**config.mk**
```make
export PLATFORM = sky130hd
export DESIGN_NAME = dds_tuning_word_serial_loader_flat
export DESIGN_NICKNAME = d
export VERILOG_FILES = /design/src/dtl_pkg.sv /design/src/dtl_in_if.sv /design/src/dtl_out_if.sv /design/src/dds_tuning_word_serial_loader.sv /design/src/flat_wrapper.sv
export SDC_FILE = /design/constraint.sdc
export NUM_CORES = 1
export LEC_CHECK = 0
export BUFFER_PORTS_ARGS = -buffer_cell sky130_fd_sc_hd__buf_4
export CORE_MARGIN = 1
export CORE_UTILIZATION = 40
export DETAILED_ROUTE_END_ITERATION = 6
export HOLD_SLACK_MARGIN = 0.06
export PLACE_DENSITY = 0.63
export SYNTH_ARGS = -nofsm -noshare
export SYNTH_HDL_FRONTEND = slang
export SYNTH_SLANG_ARGS = --single-unit
```
**constraint.sdc**
```tcl
create_clock -name clk_i -period 13 [get_ports clk_i]
set_clock_uncertainty 0.1 [all_clocks]
set_input_delay 1.95 -clock clk_i [delete_from_list [all_inputs] [get_ports clk_i]]
set_output_delay 1.95 -clock clk_i [all_outputs]
set_load 0.01 [all_outputs]
```
**src/dtl_pkg.sv**
```systemverilog
// Package for the synthesizer tuning-word serial loader.
// Holds field widths, register indexes, strobe codes and the microprogram ROM.
// No dependencies; used by the interfaces and the top level.
package dtl_pkg;

  // Field widths.
  localparam int unsigned FreqW  = 32;
  localparam int unsigned CtrlW  = 8;
  localparam int unsigned KindW  = 2;
  localparam int unsigned WordW  = FreqW + CtrlW;
  localparam int unsigned CntW   = 6;
  localparam int unsigned PcW    = 3;
  localparam int unsigned CfgIdxW = 1;

  // Reset values of the configuration registers.
  localparam logic [FreqW-1:0] RefClkReset = 32'd180000000;
  localparam logic [CtrlW-1:0] CtrlReset   = 8'h01;

  // Configuration register indexes.
  localparam logic [CfgIdxW-1:0] RegRefClk = 1'b0;
  localparam logic [CfgIdxW-1:0] RegCtrl   = 1'b1;

  // Input action codes.
  localparam logic ActInit = 1'b0;
  localparam logic ActSet  = 1'b1;

  // Strobe kinds reported with each result.
  localparam logic [KindW-1:0] KindWclk  = 2'd0;
  localparam logic [KindW-1:0] KindFqud  = 2'd1;
  localparam logic [KindW-1:0] KindReset = 2'd2;

  // Loop bounds: one quotient bit per divide step, one serial bit per shift step.
  localparam logic [CntW-1:0] DivLast = 6'd63;
  localparam logic [CntW-1:0] SerLast = 6'(WordW - 1);

  // Microprogram addresses.
  localparam logic [PcW-1:0] PcIdle   = 3'd0;
  localparam logic [PcW-1:0] PcRst    = 3'd1;
  localparam logic [PcW-1:0] PcWclk   = 3'd2;
  localparam logic [PcW-1:0] PcFqudI  = 3'd3;
  localparam logic [PcW-1:0] PcDiv    = 3'd4;
  localparam logic [PcW-1:0] PcLoad   = 3'd5;
  localparam logic [PcW-1:0] PcShift  = 3'd6;
  localparam logic [PcW-1:0] PcFqudS  = 3'd7;

  // Sequencing of the step counter.
  typedef enum logic [1:0] {
    JmpNext   = 2'd0,
    JmpLoop   = 2'd1,
    JmpBranch = 2'd2,
    JmpIdle   = 2'd3
  } jmp_e;

  // Source of the data pin level in an emitted result.
  typedef enum logic [1:0] {
    DatZero = 2'd0,
    DatWord = 2'd1,
    DatHeld = 2'd2
  } dat_e;

  // One control word of the microprogram.
  typedef struct packed {
    logic             accept;
    logic             emit;
    logic [KindW-1:0] kind;
    logic             last;
    dat_e             dat;
    logic             freq_new;
    logic             div_step;
    logic             load_word;
    logic             shift;
    logic             commit;
    jmp_e             jmp;
    logic [CntW-1:0]  cnt_last;
  } cw_t;

  // Microprogram ROM.
  function automatic cw_t rom_word(input logic [PcW-1:0] pc);
    cw_t cw;
    cw = '{accept: 1'b0, emit: 1'b0, kind: KindWclk, last: 1'b0, dat: DatZero,
           freq_new: 1'b0, div_step: 1'b0, load_word: 1'b0, shift: 1'b0,
           commit: 1'b0, jmp: JmpIdle, cnt_last: '0};
    case (pc)
      PcIdle: begin
        cw.accept = 1'b1;
        cw.jmp    = JmpBranch;
      end
      PcRst: begin
        cw.emit = 1'b1;
        cw.kind = KindReset;
        cw.jmp  = JmpNext;
      end
      PcWclk: begin
        cw.emit = 1'b1;
        cw.kind = KindWclk;
        cw.jmp  = JmpNext;
      end
      PcFqudI: begin
        cw.emit = 1'b1;
        cw.kind = KindFqud;
        cw.last = 1'b1;
        cw.jmp  = JmpIdle;
      end
      PcDiv: begin
        cw.div_step = 1'b1;
        cw.jmp      = JmpLoop;
        cw.cnt_last = DivLast;
      end
      PcLoad: begin
        cw.load_word = 1'b1;
        cw.jmp       = JmpNext;
      end
      PcShift: begin
        cw.emit     = 1'b1;
        cw.kind     = KindWclk;
        cw.dat      = DatWord;
        cw.shift    = 1'b1;
        cw.jmp      = JmpLoop;
        cw.cnt_last = SerLast;
      end
      PcFqudS: begin
        cw.emit     = 1'b1;
        cw.kind     = KindFqud;
        cw.last     = 1'b1;
        cw.dat      = DatHeld;
        cw.freq_new = 1'b1;
        cw.commit   = 1'b1;
        cw.jmp      = JmpIdle;
      end
      default: begin
        cw.jmp = JmpIdle;
      end
    endcase
    return cw;
  endfunction

endpackage

```
**src/dtl_in_if.sv**
```systemverilog
// Input channel of the tuning-word loader: valid/ready plus the request payload.
// Depends on dtl_pkg for field widths.
interface dtl_in_if;
  logic                        valid;
  logic                        ready;
  logic                        action;
  logic [dtl_pkg::FreqW-1:0]   frequency_hz;

  modport source (output valid, output action, output frequency_hz, input ready);
  modport sink   (input valid, input action, input frequency_hz, output ready);
endinterface

```
**src/dtl_out_if.sv**
```systemverilog
// Output channel of the tuning-word loader: valid/ready plus one strobe result.
// Depends on dtl_pkg for field widths.
interface dtl_out_if;
  logic                        valid;
  logic                        ready;
  logic                        data_bit;
  logic [dtl_pkg::KindW-1:0]   strobe_kind;
  logic                        last;
  logic [dtl_pkg::FreqW-1:0]   frequency_in_use;

  modport source (output valid, output data_bit, output strobe_kind, output last,
                  output frequency_in_use, input ready);
  modport sink   (input valid, input data_bit, input strobe_kind, input last,
                  input frequency_in_use, output ready);
endinterface

```
**src/dds_tuning_word_serial_loader.sv**
```systemverilog
// Serial loader for a synthesizer frequency register, run by a microprogram.
// Init item: 3 results.
// Set item: 64 restoring-divide steps, 1 load step, 40 serial bits and 1 update strobe;
// items are accepted only in the idle step, so a new item waits until the last is done.
// Reset (async, active low) returns to idle with reference clock 180000000,
// control byte 0x01 and frequency in use 0. Depends on dtl_pkg and both interfaces.
module dds_tuning_word_serial_loader (
  input  logic                          clk_i,
  input  logic                          rst_ni,
  dtl_in_if.sink                        in_i,
  dtl_out_if.source                     out_o,
  input  logic                          cfg_we_i,
  input  logic [dtl_pkg::CfgIdxW-1:0]   cfg_idx_i,
  input  logic [dtl_pkg::FreqW-1:0]     cfg_wdata_i
);

  // Control state.
  logic [dtl_pkg::PcW-1:0]    pc_q, pc_d;
  logic [dtl_pkg::CntW-1:0]   cnt_q, cnt_d;
  logic                       out_valid_q, out_valid_d;

  // Configuration and programmed frequency.
  logic [dtl_pkg::FreqW-1:0]  ref_q;
  logic [dtl_pkg::CtrlW-1:0]  ctrl_q;
  logic [dtl_pkg::FreqW-1:0]  prog_q;

  // Datapath registers.
  logic [dtl_pkg::FreqW-1:0]  req_q;
  logic [dtl_pkg::FreqW-1:0]  dvd_q;
  logic [dtl_pkg::FreqW-1:0]  rem_q;
  logic [dtl_pkg::FreqW-1:0]  quot_q;
  logic [dtl_pkg::WordW-1:0]  word_q;
  logic                       held_q;

  // Output payload registers.
  logic                       o_bit_q;
  logic [dtl_pkg::KindW-1:0]  o_kind_q;
  logic                       o_last_q;
  logic [dtl_pkg::FreqW-1:0]  o_freq_q;

  dtl_pkg::cw_t               cw;
  logic                       in_xfer;
  logic                       out_busy;
  logic                       adv;
  logic                       loop_done;
  logic                       emit_now;
  logic                       emit_bit;
  logic [dtl_pkg::FreqW:0]    rem_sh;
  logic [dtl_pkg::FreqW+1:0]  diff;
  logic                       q_bit;

  // Decode the current step.
  assign cw        = dtl_pkg::rom_word(pc_q);
  assign in_i.ready = cw.accept;
  assign in_xfer   = in_i.valid & cw.accept;
  assign out_busy  = out_valid_q & ~out_o.ready;
  assign adv       = cw.accept ? in_i.valid : ~(cw.emit & out_busy);
  assign emit_now  = cw.emit & adv;
  assign loop_done = (cnt_q == cw.cnt_last);

  // Step counter and loop counter.
  always_comb begin
    pc_d  = pc_q;
    cnt_d = cnt_q;
    if (adv) begin
      case (cw.jmp)
        dtl_pkg::JmpNext: begin
          pc_d = pc_q + 3'd1;
        end
        dtl_pkg::JmpLoop: begin
          if (loop_done) begin
            pc_d  = pc_q + 3'd1;
            cnt_d = '0;
          end else begin
            cnt_d = cnt_q + 6'd1;
          end
        end
        dtl_pkg::JmpBranch: begin
          pc_d  = (in_i.action == dtl_pkg::ActSet) ? dtl_pkg::PcDiv : dtl_pkg::PcRst;
          cnt_d = '0;
        end
        dtl_pkg::JmpIdle: begin
          pc_d = dtl_pkg::PcIdle;
        end
        default: begin
          pc_d = dtl_pkg::PcIdle;
        end
      endcase
    end
  end

  // One restoring-division step: shift in the next dividend bit, trial subtract.
  assign rem_sh = {rem_q, dvd_q[dtl_pkg::FreqW-1]};
  assign diff   = {1'b0, rem_sh} - {2'b00, ref_q};
  assign q_bit  = ~diff[dtl_pkg::FreqW+1];

  // Data pin level for the result being emitted.
  always_comb begin
    case (cw.dat)
      dtl_pkg::DatZero: emit_bit = 1'b0;
      dtl_pkg::DatWord: emit_bit = word_q[0];
      dtl_pkg::DatHeld: emit_bit = held_q;
      default:          emit_bit = 1'b0;
    endcase
  end

  // Output valid: set on an emit, cleared once the result is transferred.
  always_comb begin
    out_valid_d = out_valid_q;
    if (emit_now) begin
      out_valid_d = 1'b1;
    end else if (out_o.ready) begin
      out_valid_d = 1'b0;
    end
  end

  // Control and configuration registers.
  always_ff @(posedge clk_i or negedge rst_ni) begin
    if (!rst_ni) begin
      pc_q        <= dtl_pkg::PcIdle;
      cnt_q       <= '0;
      out_valid_q <= 1'b0;
      ref_q       <= dtl_pkg::RefClkReset;
      ctrl_q      <= dtl_pkg::CtrlReset;
      prog_q      <= '0;
    end else begin
      pc_q        <= pc_d;
      cnt_q       <= cnt_d;
      out_valid_q <= out_valid_d;
      if (cfg_we_i && cfg_idx_i == dtl_pkg::RegRefClk) begin
        ref_q <= cfg_wdata_i;
      end
      if (cfg_we_i && cfg_idx_i == dtl_pkg::RegCtrl) begin
        ctrl_q <= cfg_wdata_i[dtl_pkg::CtrlW-1:0];
      end
      if (cw.commit && adv) begin
        prog_q <= req_q;
      end
    end
  end

  // Datapath and output payload registers.
  always_ff @(posedge clk_i) begin
    if (in_xfer) begin
      req_q <= in_i.frequency_hz;
      dvd_q <= in_i.frequency_hz;
      rem_q <= '0;
    end else if (cw.div_step) begin
      dvd_q  <= {dvd_q[dtl_pkg::FreqW-2:0], 1'b0};
      rem_q  <= q_bit ? diff[dtl_pkg::FreqW-1:0] : rem_sh[dtl_pkg::FreqW-1:0];
      quot_q <= {quot_q[dtl_pkg::FreqW-2:0], q_bit};
    end
    if (cw.load_word) begin
      word_q <= {ctrl_q, quot_q};
    end else if (cw.shift && adv) begin
      word_q <= {1'b0, word_q[dtl_pkg::WordW-1:1]};
      held_q <= word_q[0];
    end
    if (emit_now) begin
      o_bit_q  <= emit_bit;
      o_kind_q <= cw.kind;
      o_last_q <= cw.last;
      o_freq_q <= cw.freq_new ? req_q : prog_q;
    end
  end

  // Result channel.
  assign out_o.valid            = out_valid_q;
  assign out_o.data_bit         = o_bit_q;
  assign out_o.strobe_kind      = o_kind_q;
  assign out_o.last             = o_last_q;
  assign out_o.frequency_in_use = o_freq_q;

`ifndef SYNTH
  // The divide loop exits only after all 64 quotient bits.
  a_div_len: assert property (@(posedge clk_i) disable iff (!rst_ni)
    ($past(pc_q) == dtl_pkg::PcDiv && pc_q == dtl_pkg::PcLoad) |->
      $past(cnt_q) == dtl_pkg::DivLast)
    else $error("divide loop left early");

  // The serial loop never counts past the last word bit.
  a_ser_cnt: assert property (@(posedge clk_i) disable iff (!rst_ni)
    (pc_q == dtl_pkg::PcShift) |-> (cnt_q <= dtl_pkg::SerLast))
    else $error("serial bit counter overran");

  // The frequency in use changes only together with the final update strobe.
  a_commit: assert property (@(posedge clk_i) disable iff (!rst_ni)
    !$stable(prog_q) |-> (out_valid_q && o_last_q && o_kind_q == dtl_pkg::KindFqud))
    else $error("frequency committed without update strobe");

  // An item is accepted only when no loop count is pending.
  a_idle_cnt: assert property (@(posedge clk_i) disable iff (!rst_ni)
    in_xfer |-> (cnt_q == '0))
    else $error("item accepted with loop counter busy");
`endif

endmodule

```
**src/flat_wrapper.sv**
```systemverilog
// flat-port wrapper written by rule: the top's interface ports become plain ports
module dds_tuning_word_serial_loader_flat 
  (clk_i, rst_ni, cfg_we_i, cfg_idx_i, cfg_wdata_i, in_i_valid, in_i_action, in_i_frequency_hz, in_i_ready, out_o_valid, out_o_data_bit, out_o_strobe_kind, out_o_last, out_o_frequency_in_use, out_o_ready);
  dtl_in_if in_i_i ();
  dtl_out_if out_o_i ();
  input  logic clk_i;
  input  logic rst_ni;
  input  logic cfg_we_i;
  input  logic [dtl_pkg::CfgIdxW-1:0] cfg_idx_i;
  input  logic [dtl_pkg::FreqW-1:0] cfg_wdata_i;
  input wire logic [$bits(in_i_i.valid)-1:0] in_i_valid;
  input wire logic [$bits(in_i_i.action)-1:0] in_i_action;
  input wire logic [$bits(in_i_i.frequency_hz)-1:0] in_i_frequency_hz;
  output wire logic [$bits(in_i_i.ready)-1:0] in_i_ready;
  output wire logic [$bits(out_o_i.valid)-1:0] out_o_valid;
  output wire logic [$bits(out_o_i.data_bit)-1:0] out_o_data_bit;
  output wire logic [$bits(out_o_i.strobe_kind)-1:0] out_o_strobe_kind;
  output wire logic [$bits(out_o_i.last)-1:0] out_o_last;
  output wire logic [$bits(out_o_i.frequency_in_use)-1:0] out_o_frequency_in_use;
  input wire logic [$bits(out_o_i.ready)-1:0] out_o_ready;
  assign in_i_i.valid = in_i_valid;
  assign in_i_i.action = in_i_action;
  assign in_i_i.frequency_hz = in_i_frequency_hz;
  assign in_i_ready = in_i_i.ready;
  assign out_o_valid = out_o_i.valid;
  assign out_o_data_bit = out_o_i.data_bit;
  assign out_o_strobe_kind = out_o_i.strobe_kind;
  assign out_o_last = out_o_i.last;
  assign out_o_frequency_in_use = out_o_i.frequency_in_use;
  assign out_o_i.ready = out_o_ready;
  dds_tuning_word_serial_loader u_core (.clk_i(clk_i), .rst_ni(rst_ni), .in_i(in_i_i), .out_o(out_o_i), .cfg_we_i(cfg_we_i), .cfg_idx_i(cfg_idx_i), .cfg_wdata_i(cfg_wdata_i));
endmodule
```
==> flow_metrics.env <==
export IMPL_status="complete, no violations"
export IMPL_drtIter0Drc=378
export IMPL_period_needed_ps=4070
export IMPL_root_buffer="clkbuf_16"
export IMPL_overflow=0
export IMPL_cts_tree="yes"
export IMPL_hold_end="u_core.quot_q[8]"
export IMPL_holdWs_ps=344
export IMPL_setup_viol=0
export IMPL_crit_path_start_kind="input port"
export IMPL_cpMaxStageDelayCell="nor2_4"
export IMPL_grt_max_degree=66
export IMPL_drtAntennaViolNets=0
export IMPL_stdcell_area_sq_um=15300
export IMPL_cts_setup_buffers=0
export IMPL_critical_path_cell_chain="buf_4, nand2_1, inv_2, buf_4, nor2_1, nor2_4"
export IMPL_rows=65
export IMPL_cts_buffers=31
export IMPL_post_synth_cell_area_avg_sq_um=13.2
export IMPL_hpwl_microns=15600
export IMPL_synth_seq_cells=287
export IMPL_fp_dieH_microns=182
export IMPL_ys_flop_type="edfxtp_1"
export IMPL_rsz0062_at_grt="false"
export IMPL_tightest_slew_ps=1060
export IMPL_hold_path_class="flip-flop to flip-flop"
export IMPL_slowest_delay_ps=890
export IMPL_numClockSinks=287
export IMPL_ir_drop_mv=0.153
export IMPL_routabilityCongestion=0.824
export IMPL_crit_fanout=65
export IMPL_ios=109
export IMPL_timing_rr_end="u_core.out_o.frequency_in_use[17]"
export IMPL_synthArstFlopShare=0.286
export IMPL_syn_area_sq_um=12900
export IMPL_antenna_found_initial=0
export IMPL_end_kind="flip-flop"
export IMPL_io_buffers=108
export IMPL_critPathKind="input port to flip-flop"
export IMPL_crit_top_cell="buf_4"
export IMPL_required_ps=13070
export IMPL_cp_num_buf_inv=3
export IMPL_grt_pass1_wl_microns=39400
export IMPL_worstPathArrival_ps=4140
export IMPL_crit_family="simple AND/OR/NAND/NOR gates"
export IMPL_syn_inst=976
export IMPL_coreArea_sq_um=31700
export IMPL_drv_cap=0
export IMPL_cts_hold_fix_buffers=0
export IMPL_placed_area_sq_um=14100
export IMPL_diodes=0
export IMPL_cts_resized=0
export IMPL_rr_startpoint="u_core.pc_q[0]"
export IMPL_synth_top_area_frac=0.402
export IMPL_totalWireLength_microns=23700
export IMPL_yosysMostFrequentCell="edfxtp_1"
export IMPL_syn_to_final_growth_pct=17.9
export IMPL_timing_final_crit_share=0.313
export IMPL_cellPowerDensity_nw_per_um2=235
export IMPL_synth_edff_count=173
export IMPL_die_x_microns=182
export IMPL_drive_gt1_frac=0.310
export IMPL_rr_worst_depth=8
export IMPL_path_clk_slew_ps=60
export IMPL_slew_headroom=0.291
export IMPL_fin_setup_tns_ps=0
export IMPL_synth_top_cell_by_area="edfxtp_1"
export IMPL_synth_cell_type_count=69
export IMPL_vias_per_cell=5.04
export IMPL_leakage_nw=6.02
export IMPL_htree_num_levels=1
export IMPL_clock_latency_ps=560
export IMPL_post_drt_wl_per_cell_microns=15.6
export IMPL_synthTopCellsByArea="edfxtp_1 (40%), dfrtp_1 (14%), mux2_2 (13%)"
export IMPL_num_vias=7651
export IMPL_hold_violations=0
export IMPL_die_area_sq_um=33100
export IMPL_seq_area_frac_synth=0.611
export IMPL_grt_usage=0.147
export IMPL_clockBufferDepth=3
export IMPL_nets=1204
export IMPL_synthTopCellsByCount="edfxtp_1 (173), mux2_2 (144), nand2_1 (94)"
export IMPL_initial_core_util=0.408
export IMPL_yosysWarnings=0
export IMPL_grt_pass1_vias=7691
export IMPL_hp_start="u_core.quot_q[7]"
export IMPL_remaining_drc_errors=0
export IMPL_r2r_slack_ps=9100
export IMPL_maxSlewViolCount=0
export IMPL_whs_path_depth=0
export IMPL_synth_nets=1089
export IMPL_firstDrtPassIters=5
export IMPL_n_fill_cell=2822
export IMPL_fmax_ghz=0.246
-- how the worst max path moves through the flow --
stage / startpoint / end / slack (ps) / cells after the start
final: in_i_valid / u_core.out_o.frequency_in_use[17] / 8930 / 6
after global routing: in_i_valid / u_core.out_o.frequency_in_use[17] / 8690 / 6
after CTS: in_i_valid / u_core.out_o.frequency_in_use[17] / 8880 / 6
after detailed placement: in_i_valid / u_core.out_o.frequency_in_use[17] / 8290 / 6
after global placement: in_i_valid / u_core.out_o.frequency_in_use[22] / 8320 / 6
after floorplan: in_i_valid / u_core.word_q[0] / 7280 / 4
-- cell usage in the layout (no fill, tap or decap), drive strengths merged, types with 8 or more instances in the layout --
| master | Yosys | routed |
|---|---|---|
| nand3 | 13 | 13 |
| mux2 | 145 | 145 |
| dfxtp | 32 | 32 |
| inv | 48 | 51 |
| o21ai | 84 | 84 |
| edfxtp | 173 | 173 |
| xor2 | 8 | 8 |
| dfrtp | 70 | 70 |
| ha | 41 | 41 |
| nor3 | 9 | 9 |
| a21o | 8 | 8 |
| a21oi | 35 | 35 |
| xnor2 | 19 | 19 |
| clkbuf | 19 | 33 |
| buf | 17 | 119 |
| dfstp | 12 | 12 |
| mux2i | 29 | 29 |
| nor2 | 34 | 34 |
| nand2 | 94 | 94 |
| clkinv | 2 | 15 |
-- worst register-to-register path, stage by stage, from the launching register on --
cell and delay (ps):
dfrtp_1 460, inv_1 130, ha_1 210, nor2b_1 410, nand2_1 210, inv_2 80
buf_4 620, nor2_1 390, nor2_4 890
-- kinds of logic (layout without fill, tap and decap cells) --
| group | Yosys count | after routing | share of synthesized area |
|---|---|---|---|
| DFF | 287 | 287 | 0.611 |
| muxes | 174 | 174 | 0.149 |
| AOI/OAI and AO/OA | 175 | 175 | 0.0865 |
| xor gates and xnor gates | 27 | 27 | 0.0183 |
| and+or+nand+nor | 184 | 184 | 0.0631 |
| buffers and inverters | 87 | 227 | 0.0311 |
| adders and majority gates | 42 | 42 | 0.0412 |
-- metrics by stage --
step	total power [W]	std cells	setup WS, ps	utilization
floorplan	0.00235	976	7280	-
global placement	0.00265	1460	8320	0.446
detailed placement	0.00267	1460	8290	0.446
CTS	0.00363	1518	8880	0.481
global route	0.00381	1518	8690	0.481
finish	0.00358	1518	8930	0.481
-- registers in the layout (all words and copies together), names as in the netlist, 2 cells and up --
signal and cells:
u_core.out_o.strobe_kind 2, u_core.rem_q 32, u_core.req_q 32, u_core.dvd_q 32
u_core.prog_q 32, u_core.word_q 40, u_core.out_o.frequency_in_use 32, u_core.pc_q 3
u_core.cnt_q 6, u_core.ref_q 32, u_core.quot_q 32, u_core.ctrl_q 8
-- layer usage --
metal	routed length [microns]	global-route usage
met3	904	0.0233
met5	0	0
met4	414	0.0373
met2	11400	0.248
met1	11000	0.197
-- layout make-up --
cell class	count	area, sq um	share of cell area
inverter	50	188	0.0123
tap	402	503	0.0330
timing repair buffer	119	893	0.0586
clock inverter	25	324	0.0212
sequential	287	7900	0.518
clock buffer	33	783	0.0514
multi-input combinational	602	4660	0.305
-- report_power, final --
part | switching, W | leakage, nW | internal, W | total (W)
Combinational | 0.000641 | 2.60 | 0.000526 | 0.00117
Clock | 0.000359 | 0.537 | 0.000577 | 0.000936
Sequential | 0.000122 | 2.89 | 0.00136 | 0.00148
Note: power is estimated with default switching activity, not from simulation.
